File: config.mk
export PLATFORM = sky130hd
export DESIGN_NAME = kmeans_nearest_centroid_cost_unit
export DESIGN_NICKNAME = d
export VERILOG_FILES = /design/src/sv/kncc_pkg.sv /design/src/sv/kncc_store.sv /design/src/sv/kncc_dist.sv /design/src/sv/kmeans_nearest_centroid_cost_unit.sv
export VERILOG_INCLUDE_DIRS = /design/src /design/src/sv
export SDC_FILE = /design/constraint.sdc
export NUM_CORES = 2
export LEC_CHECK = 0
export BUFFER_PORTS_ARGS = -buffer_cell sky130_fd_sc_hd__buf_2
export CAP_MARGIN = 30
export CORE_MARGIN = 2
export CORE_UTILIZATION = 51
export CTS_CLUSTER_DIAMETER = 30
export DETAILED_ROUTE_END_ITERATION = 16
export HOLD_SLACK_MARGIN = 0.15
export PLACE_DENSITY = 0.67
export SLEW_MARGIN = 20
export SYNTH_ARGS = -nofsm -noshare
export SYNTH_HDL_FRONTEND = slang
export SYNTH_SLANG_ARGS = --single-unit
File: constraint.sdc
create_clock -name i_clk -period 7.9 [get_ports i_clk]
set_input_delay 2.37 -clock i_clk [delete_from_list [all_inputs] [get_ports i_clk]]
set_output_delay 2.37 -clock i_clk [all_outputs]
set_load 0.02 [all_outputs]
File: src/sv/kmeans_nearest_centroid_cost_unit_defines.svh
// ----------------------------------------------------------------------------
// kmeans_nearest_centroid_cost_unit_defines
// Assertion macros for the nearest centroid cost unit.
// ----------------------------------------------------------------------------
`ifndef KMEANS_NEAREST_CENTROID_COST_UNIT_DEFINES_SVH
`define KMEANS_NEAREST_CENTROID_COST_UNIT_DEFINES_SVH

`ifndef SYNTHESIS
`define KNCC_ASSERT_IMPLY(label, clk, rst_n, ante, cons) \
    label: assert property (@(posedge clk) disable iff (!(rst_n)) (ante) |-> (cons)) \
        else $error("kncc: same-cycle check failed");
`define KNCC_ASSERT_NEXT(label, clk, rst_n, ante, cons) \
    label: assert property (@(posedge clk) disable iff (!(rst_n)) (ante) |=> (cons)) \
        else $error("kncc: next-cycle check failed");
`else
`define KNCC_ASSERT_IMPLY(label, clk, rst_n, ante, cons)
`define KNCC_ASSERT_NEXT(label, clk, rst_n, ante, cons)
`endif

`endif

File: src/sv/kncc_pkg.sv
// ----------------------------------------------------------------------------
// kncc_pkg
// Shared types and fixed field widths of the nearest centroid cost unit.
// ----------------------------------------------------------------------------
package kncc_pkg;

    localparam int IDX_W      = 4;
    localparam int FIELD_W    = 16;
    localparam int CNT_W      = 4;
    localparam int DIST_OUT_W = 33;
    localparam int COST_W     = 48;
    localparam int S_DATA_W   = 40;
    localparam int S_USER_W   = 2;
    localparam int M_DATA_W   = 88;
    localparam int M_USER_W   = 1;

    localparam logic [CNT_W-1:0]  CNT_RESET = 4'd3;
    localparam logic [COST_W-1:0] COST_MAX  = {COST_W{1'b1}};

    localparam logic MODE_LOAD  = 1'b0;
    localparam logic MODE_POINT = 1'b1;

    typedef enum logic [1:0] {
        ST_IDLE,
        ST_SCAN,
        ST_WAIT,
        ST_ACC
    } t_state;

    // one centroid read in flight
    typedef struct packed {
        logic vld;
        logic first;
        logic last;
    } t_tag;

endpackage

File: src/sv/kncc_store.sv
// ----------------------------------------------------------------------------
// kncc_store
// Centroid store: one write port, one registered read port.
// ----------------------------------------------------------------------------
module kncc_store #(
    parameter int DEPTH  = 16,
    parameter int ADDR_W = 4,
    parameter int DATA_W = 32
) (
    input  logic              i_clk,
    input  logic              i_we,
    input  logic [ADDR_W-1:0] i_waddr,
    input  logic [DATA_W-1:0] i_wdata,
    input  logic              i_re,
    input  logic [ADDR_W-1:0] i_raddr,
    output logic [DATA_W-1:0] o_rdata
);

    logic [DATA_W-1:0] r_mem [DEPTH];
    logic [DATA_W-1:0] r_rdata;

    always_ff @(posedge i_clk) begin
        if (i_we) begin
            r_mem[i_waddr] <= i_wdata;
        end
    end

    always_ff @(posedge i_clk) begin
        if (i_re) begin
            r_rdata <= r_mem[i_raddr];
        end
    end

    assign o_rdata = r_rdata;

endmodule

File: src/sv/kncc_dist.sv
// ----------------------------------------------------------------------------
// kncc_dist
// Pipelined squared distance unit with running minimum search.
// ----------------------------------------------------------------------------
module kncc_dist #(
    parameter int COORD_BITS = 16,
    parameter int ADDR_W     = 4
) (
    input  logic                      i_clk,
    input  logic                      i_rst_n,
    input  kncc_pkg::t_tag            i_tag,
    input  logic [2*COORD_BITS-1:0]   i_rd_data,
    input  logic [COORD_BITS-1:0]     i_px,
    input  logic [COORD_BITS-1:0]     i_py,
    output logic                      o_done,
    output logic [ADDR_W-1:0]         o_best_idx,
    output logic [2*COORD_BITS:0]     o_best_dist
);

    import kncc_pkg::*;

    localparam int CB = COORD_BITS;
    localparam int DW = 2 * COORD_BITS + 1;

    t_tag            r1_tag, r2_tag, r3_tag;
    logic [CB-1:0]   w_cx, w_cy, w_dx, w_dy;
    logic [CB-1:0]   r2_dx, r2_dy;
    logic [2*CB-1:0] r3_sqx, r3_sqy;
    logic [DW-1:0]   w_d;
    logic [ADDR_W-1:0] w_idx, r_cur_idx, r_best_idx;
    logic [DW-1:0]   r_best_d;
    logic            r_done;

    assign w_cx = i_rd_data[CB-1:0];
    assign w_cy = i_rd_data[2*CB-1:CB];
    assign w_dx = (i_px >= w_cx) ? (i_px - w_cx) : (w_cx - i_px);
    assign w_dy = (i_py >= w_cy) ? (i_py - w_cy) : (w_cy - i_py);

    assign w_d   = DW'(r3_sqx) + DW'(r3_sqy);
    assign w_idx = r3_tag.first ? '0 : r_cur_idx + ADDR_W'(1);

    always_ff @(posedge i_clk) begin
        if (!i_rst_n) begin
            r1_tag <= '0;
            r2_tag <= '0;
            r3_tag <= '0;
            r_done <= 1'b0;
        end else begin
            r1_tag <= i_tag;
            r2_tag <= r1_tag;
            r3_tag <= r2_tag;
            r_done <= r3_tag.vld && r3_tag.last;
        end
    end

    always_ff @(posedge i_clk) begin
        r2_dx  <= w_dx;
        r2_dy  <= w_dy;
        r3_sqx <= r2_dx * r2_dx;
        r3_sqy <= r2_dy * r2_dy;
        if (r3_tag.vld) begin
            r_cur_idx <= w_idx;
            // strict compare: lower index keeps ties
            if (r3_tag.first || (w_d < r_best_d)) begin
                r_best_d   <= w_d;
                r_best_idx <= w_idx;
            end
        end
    end

    assign o_done      = r_done;
    assign o_best_idx  = r_best_idx;
    assign o_best_dist = r_best_d;

endmodule

File: src/sv/kmeans_nearest_centroid_cost_unit.sv
// ----------------------------------------------------------------------------
// kmeans_nearest_centroid_cost_unit
// k-means assignment step: nearest centroid search with running cost sum.
// ----------------------------------------------------------------------------
// Load item: written into the centroid store, no result.
// Point item: the search runs over N store entries, N = clamped centroid count
//   (2..15); the single distance pipeline reads one store entry per cycle.
// Not ready from a point transfer until its result is in the output register,
//   so a new point is taken only once the last one's result is registered.
// Reset clears control, cost sum, saturation flag and sets count to 3; the
//   centroid store is not cleared.
module kmeans_nearest_centroid_cost_unit #(
    parameter int MAX_CENTROIDS = 16,
    parameter int COORD_BITS    = 16
) (
    input  logic                            i_clk,
    input  logic                            i_rst_n,
    input  logic                            i_cfg_wr_en,
    input  logic [kncc_pkg::CNT_W-1:0]      i_cfg_wr_data,   // num_centroids
    input  logic                            i_s_axis_tvalid,
    output logic                            o_s_axis_tready,
    // centroid_index[3:0], coord_x[19:4], coord_y[35:20], zero pad
    input  logic [kncc_pkg::S_DATA_W-1:0]   i_s_axis_tdata,
    // mode[0], first_point[1]
    input  logic [kncc_pkg::S_USER_W-1:0]   i_s_axis_tuser,
    input  logic                            i_s_axis_tlast,  // last_point
    output logic                            o_m_axis_tvalid,
    input  logic                            i_m_axis_tready,
    // nearest_index[3:0], min_dist_sq[36:4], total_cost[84:37], zero pad
    output logic [kncc_pkg::M_DATA_W-1:0]   o_m_axis_tdata,
    // cost_saturated[0]
    output logic [kncc_pkg::M_USER_W-1:0]   o_m_axis_tuser,
    output logic                            o_m_axis_tlast   // cost_final
);

    import kncc_pkg::*;

`include "kmeans_nearest_centroid_cost_unit_defines.svh"

    localparam int AW  = (MAX_CENTROIDS > 1) ? $clog2(MAX_CENTROIDS) : 1;
    localparam int CB  = COORD_BITS;
    localparam int DW  = 2 * COORD_BITS + 1;
    localparam int SW  = ((DW > COST_W) ? DW : COST_W) + 1;

    t_state            r_state, n_state;
    logic [CNT_W-1:0]  r_num;
    logic [AW-1:0]     r_addr, r_last_addr;
    logic [CB-1:0]     r_px, r_py;
    logic              r_first, r_last;
    logic [COST_W-1:0] r_cost;
    logic              r_sat;
    logic              r_out_vld;
    logic [AW-1:0]     r_out_idx;
    logic [DW-1:0]     r_out_dist;
    logic [COST_W-1:0] r_out_cost;
    logic              r_out_sat, r_out_last;

    logic              w_accept, w_mode, w_commit, w_we, w_done;
    logic [IDX_W-1:0]  w_cidx;
    logic [CB-1:0]     w_in_x, w_in_y;
    logic [7:0]        w_cnt;
    logic [AW-1:0]     w_best_idx;
    logic [DW-1:0]     w_best_dist;
    logic [2*CB-1:0]   w_rd_data;
    t_tag              w_tag;
    logic [COST_W-1:0] w_base_cost;
    logic              w_base_sat;
    logic [SW-1:0]     w_sum;
    logic [COST_W-1:0] w_new_cost;
    logic              w_new_sat;

    assign w_cidx = i_s_axis_tdata[IDX_W-1:0];
    assign w_in_x = CB'(i_s_axis_tdata[IDX_W+FIELD_W-1:IDX_W]);
    assign w_in_y = CB'(i_s_axis_tdata[IDX_W+2*FIELD_W-1:IDX_W+FIELD_W]);
    assign w_mode = i_s_axis_tuser[0];

    assign o_s_axis_tready = (r_state == ST_IDLE);
    assign w_accept        = i_s_axis_tvalid && o_s_axis_tready;
    assign w_we = w_accept && (w_mode == MODE_LOAD) && (32'(w_cidx) < MAX_CENTROIDS);

    always_comb begin
        w_cnt = 8'(r_num);
        if (w_cnt < 8'd2) begin
            w_cnt = 8'd2;
        end
        if (w_cnt > 8'(MAX_CENTROIDS)) begin
            w_cnt = 8'(MAX_CENTROIDS);
        end
    end

    kncc_store #(
        .DEPTH  (MAX_CENTROIDS),
        .ADDR_W (AW),
        .DATA_W (2*CB)
    ) u_store (
        .i_clk   (i_clk),
        .i_we    (w_we),
        .i_waddr (AW'(w_cidx)),
        .i_wdata ({w_in_y, w_in_x}),
        .i_re    (w_tag.vld),
        .i_raddr (r_addr),
        .o_rdata (w_rd_data)
    );

    kncc_dist #(
        .COORD_BITS (CB),
        .ADDR_W     (AW)
    ) u_dist (
        .i_clk       (i_clk),
        .i_rst_n     (i_rst_n),
        .i_tag       (w_tag),
        .i_rd_data   (w_rd_data),
        .i_px        (r_px),
        .i_py        (r_py),
        .o_done      (w_done),
        .o_best_idx  (w_best_idx),
        .o_best_dist (w_best_dist)
    );

    // cost accumulate with saturation
    always_comb begin
        w_base_cost = r_first ? '0 : r_cost;
        w_base_sat  = r_first ? 1'b0 : r_sat;
        w_sum       = SW'(w_base_cost) + SW'(w_best_dist);
        if (w_sum > SW'(COST_MAX)) begin
            w_new_cost = COST_MAX;
            w_new_sat  = 1'b1;
        end else begin
            w_new_cost = w_sum[COST_W-1:0];
            w_new_sat  = w_base_sat;
        end
    end

    always_comb begin
        n_state   = r_state;
        w_tag     = '0;
        w_commit  = 1'b0;
        unique case (r_state)
            ST_IDLE: begin
                if (w_accept && (w_mode == MODE_POINT)) begin
                    n_state = ST_SCAN;
                end
            end
            ST_SCAN: begin
                w_tag.vld   = 1'b1;
                w_tag.first = (r_addr == '0);
                w_tag.last  = (r_addr == r_last_addr);
                if (r_addr == r_last_addr) begin
                    n_state = ST_WAIT;
                end
            end
            ST_WAIT: begin
                if (w_done) begin
                    n_state = ST_ACC;
                end
            end
            ST_ACC: begin
                if (!r_out_vld || i_m_axis_tready) begin
                    w_commit = 1'b1;
                    n_state  = ST_IDLE;
                end
            end
            default: n_state = ST_IDLE;
        endcase
    end

    always_ff @(posedge i_clk) begin
        if (!i_rst_n) begin
            r_state   <= ST_IDLE;
            r_num     <= CNT_RESET;
            r_addr    <= '0;
            r_cost    <= '0;
            r_sat     <= 1'b0;
            r_out_vld <= 1'b0;
        end else begin
            r_state <= n_state;
            if (i_cfg_wr_en) begin
                r_num <= i_cfg_wr_data;
            end
            if (w_accept) begin
                r_addr <= '0;
            end else if (w_tag.vld) begin
                r_addr <= r_addr + AW'(1);
            end
            if (w_commit) begin
                r_cost    <= w_new_cost;
                r_sat     <= w_new_sat;
                r_out_vld <= 1'b1;
            end else if (i_m_axis_tready) begin
                r_out_vld <= 1'b0;
            end
        end
    end

    always_ff @(posedge i_clk) begin
        if (w_accept) begin
            r_px        <= w_in_x;
            r_py        <= w_in_y;
            r_first     <= i_s_axis_tuser[1];
            r_last      <= i_s_axis_tlast;
            r_last_addr <= AW'(w_cnt - 8'd1);
        end
        if (w_commit) begin
            r_out_idx  <= w_best_idx;
            r_out_dist <= w_best_dist;
            r_out_cost <= w_new_cost;
            r_out_sat  <= w_new_sat;
            r_out_last <= r_last;
        end
    end

    assign o_m_axis_tvalid   = r_out_vld;
    assign o_m_axis_tdata    = {3'b000, r_out_cost, DIST_OUT_W'(r_out_dist), IDX_W'(r_out_idx)};
    assign o_m_axis_tuser[0] = r_out_sat;
    assign o_m_axis_tlast    = r_out_last;

    `KNCC_ASSERT_IMPLY(a_sat_at_ceiling, i_clk, i_rst_n, r_out_vld && r_out_sat, r_out_cost == COST_MAX)
    `KNCC_ASSERT_IMPLY(a_done_in_wait, i_clk, i_rst_n, w_done, r_state == ST_WAIT)
    `KNCC_ASSERT_NEXT(a_commit_shows, i_clk, i_rst_n, w_commit, r_out_vld && (r_state == ST_IDLE))
    `KNCC_ASSERT_NEXT(a_point_scans, i_clk, i_rst_n, w_accept && (w_mode == MODE_POINT), r_state == ST_SCAN)

endmodule

==> results.ini <==
[outcome]
outcome = finished, final reports clean

[detailed_routing]
drc = 0
dr.pass1.iters = 6
num_vias = 31270
wirelength_um = 112600
routed_via_density = 5.462
initialDrtViolationCount = 2310
wl_per_cell_um = 19.67
ant_nets = 0

[synth]
synth.area.mux_share_pct = 7.756
syn_inst = 4067
synth_edf_count = 710
ys_top_cells_by_count = edfxtp_1 (710), inv_1 (619), ha_1 (369)
synth_area_leader_cell = edfxtp_1
synth-seq-area-share_pct = 47.69
ys.flop_type = edfxtp_1
syn_avg_cell_area_sq_um = 12.69
synthArstFlopShare_pct = 0
synth_top_family_by_area = adder cells
ys_types = 78
synth_area_sq_mm = 0.05159
synthAdderAreaFrac_pct = 21.71
synth-xor-area-share_pct = 3.022
yosys-top-cells-area = edfxtp_1 (41%), fa_1 (13%), ha_1 (8.9%)
synth.most_common_cell = edfxtp_1
synth-compound-area-share_pct = 6.322
synth-seq-cells = 874
synth_top_area_share_pct = 41.32
yosys_warnings = 0
synth-simple-area-share_pct = 7.942

[sta]
finalSetupViolCount = 0
whs_ns = 0.4218
slew_headroom_pct = 40.66
tightest_slew_ns = 0.8888
fmax_mhz = 135.5
rsz0062_at_grt = no
drv_slew = 0
setup_tns_ns = 0
fin_crit_ns = 7.381
period_share_pct = 93.42
finalHoldViolations = 0
fin_ws_ns = 0.5194
clock_skew_ns = 0.04100

[flow_run]
drv_cap = 0

[floorplanning]
io_pins = 144
core_area_sq_mm = 0.1001
initial_core_util_pct = 51.52
dieWidth_um = 322.1
rows = 116
die_height_um = 322.1
die_area_sq_mm = 0.1037

[final_layout]
n_fill_cell = 7792
drive_above_1_share_pct = 15.88
seqCellArea_sq_mm = 0.02461
fin_nets = 5035
syn2layout_area_growth_pct = 15.84
stdcell_area_sq_mm = 0.05976
multi_input_area_sq_mm = 0.02427

[hold_path]
hp-class = reg -> reg
hp-start = r_last

[worst_setup_path]
r2r_setup_slack_ns = 0.52
cp.required_ns = 8.55
reg2reg_from = u_dist.r2_dy[3]
startpoint_type = flop
crit_fanout = 12
path_class = reg -> reg
critPathCaptureType = flop
setup.worst_path.start = u_dist.r2_dy[3]
cp_data_arrival_time_ns = 8.03

[clocking]
cts_max_level = 4
clkLatencyLatePin_ns = 0.76
cts.clk_slew.worst_paths_ns = 0.05
cts_max_path_buffers = 3
cts_sinks = 874
numCtsBuffers = 166
cts-resized-gates = 0
root_buffer = clkbuf_16
postCtsSetupRepairBufs = 0
ctsHoldBuffers = 0
cts_tree = yes

[global_routing]
grt_pass1_wl_um = 178800
grt_usage_pct = 22.28
grt_max_degree = 69
grt_pass1_vias = 32610
antenna_found_initial = 9
overflow = 0

[placed_design]
place.gp.congestion = 0.9235
numPortBuffers = 136
hpwl_um = 75570
placed_area_sq_mm = 0.05387
pre_cts_slack_ns = 0.5242

## routing by layer
layer	vias up	part of all wire [%]	global-route usage [%]	wire length, um
met1	15590	44	30.28	49370
met5	-	0.053	0	60
met3	175	5.9	4.062	6654
met4	10	1.6	5.452	1810
li1	14590	-	-	-
met2	905	49	37.22	54710
## state kept, by name, indices dropped and copies added, names as in the netlist, 3 cells and up
signal	count
u_dist.r1_tag	3
u_dist.o_best_idx	4
r_out_idx	4
u_dist.o_best_dist	33
r_out_dist	33
r_px	16
u_dist.r2_tag	3
r_py	16
u_store.o_rdata	32
r_last_addr	4
r_num	4
r_addr	4
u_dist.r3_sqy	31
r_out_cost	48
u_dist.r2_dx	16
u_dist.r3_sqx	31
u_dist.r3_tag	3
u_dist.r2_dy	16
r_cost	48
u_store.r_mem	512
u_dist.r_cur_idx	4
## cell families after synthesis
family / count (synthesis)
AOI/OAI and AO/OA: 501
xor gates and xnor gates: 178
adders and majority gates: 698
buffers and inverters: 757
DFF: 874
muxes: 198
other: 1
and+or+nand+nor: 860
## final timing paths
path,cells past startpoint,endpoint
worst min register to register,0,o_m_axis_tlast
worst max register to register,23,u_dist.r3_sqy[31]
worst min-delay path,0,o_m_axis_tlast
worst max-delay path,23,u_dist.r3_sqy[31]
## worst max-delay path, cell delays in order, from the launching register on
cell	delay, ns
dfxtp_1	0.78
inv_1	0.34
nor2_1	0.29
ha_1	0.30
xor2_1	0.19
fa_1	0.54
inv_1	0.05
fa_1	0.48
fa_1	0.47
fa_1	0.51
inv_1	0.05
fa_1	0.49
inv_1	0.04
ha_1	0.36
a21o_1	0.19
a21oi_1	0.15
nor2b_1	0.07
or4_1	0.41
a221o_1	0.33
o41a_1	0.47
a2111oi_2	0.34
o21bai_1	0.10
a21oi_1	0.18
xnor2_1	0.13
## area by class of cell
cell class / instances / share of cell area (%)
Antenna cell: 1 / 0.004187
Clock buffer: 186 / 7.269
Clock inverter: 123 / 2.562
Inverter: 620 / 3.898
Multi-Input combinational cell: 2438 / 40.60
Sequential cell: 874 / 41.18
Tap cell: 1298 / 2.717
Timing Repair Buffer: 185 / 1.763
## per-stage QoR
step                util (%)  cells
global placement       53.79   5413
finish                 59.68   5725
detailed placement     53.79   5413
CTS                    59.66   5722
floorplan                  -   4069
global route           59.68   5725
## cell usage in the layout (no fill, tap or decap), types with 25 or more instances in the layout
cell type and count:
buf_2 136, ha_1 368, mux4_2 160, mux2i_1 28
nand2b_1 34, a21oi_1 152, nand3_1 28, and2_1 94
nor3_1 50, inv_1 618, edfxtp_1 710, xor2_1 51
nand4_1 25, xnor2_1 127, dfxtp_1 160, clkbuf_16 170
o21ai_0 78, nor2b_1 73, a21o_1 80, buf_4 47
nor2_1 184, nand2_1 286, fa_1 329
Power is left out: the tool's default activity adds up to more than one toggle a clock period on the data nets, which glitch-free logic cannot reach.
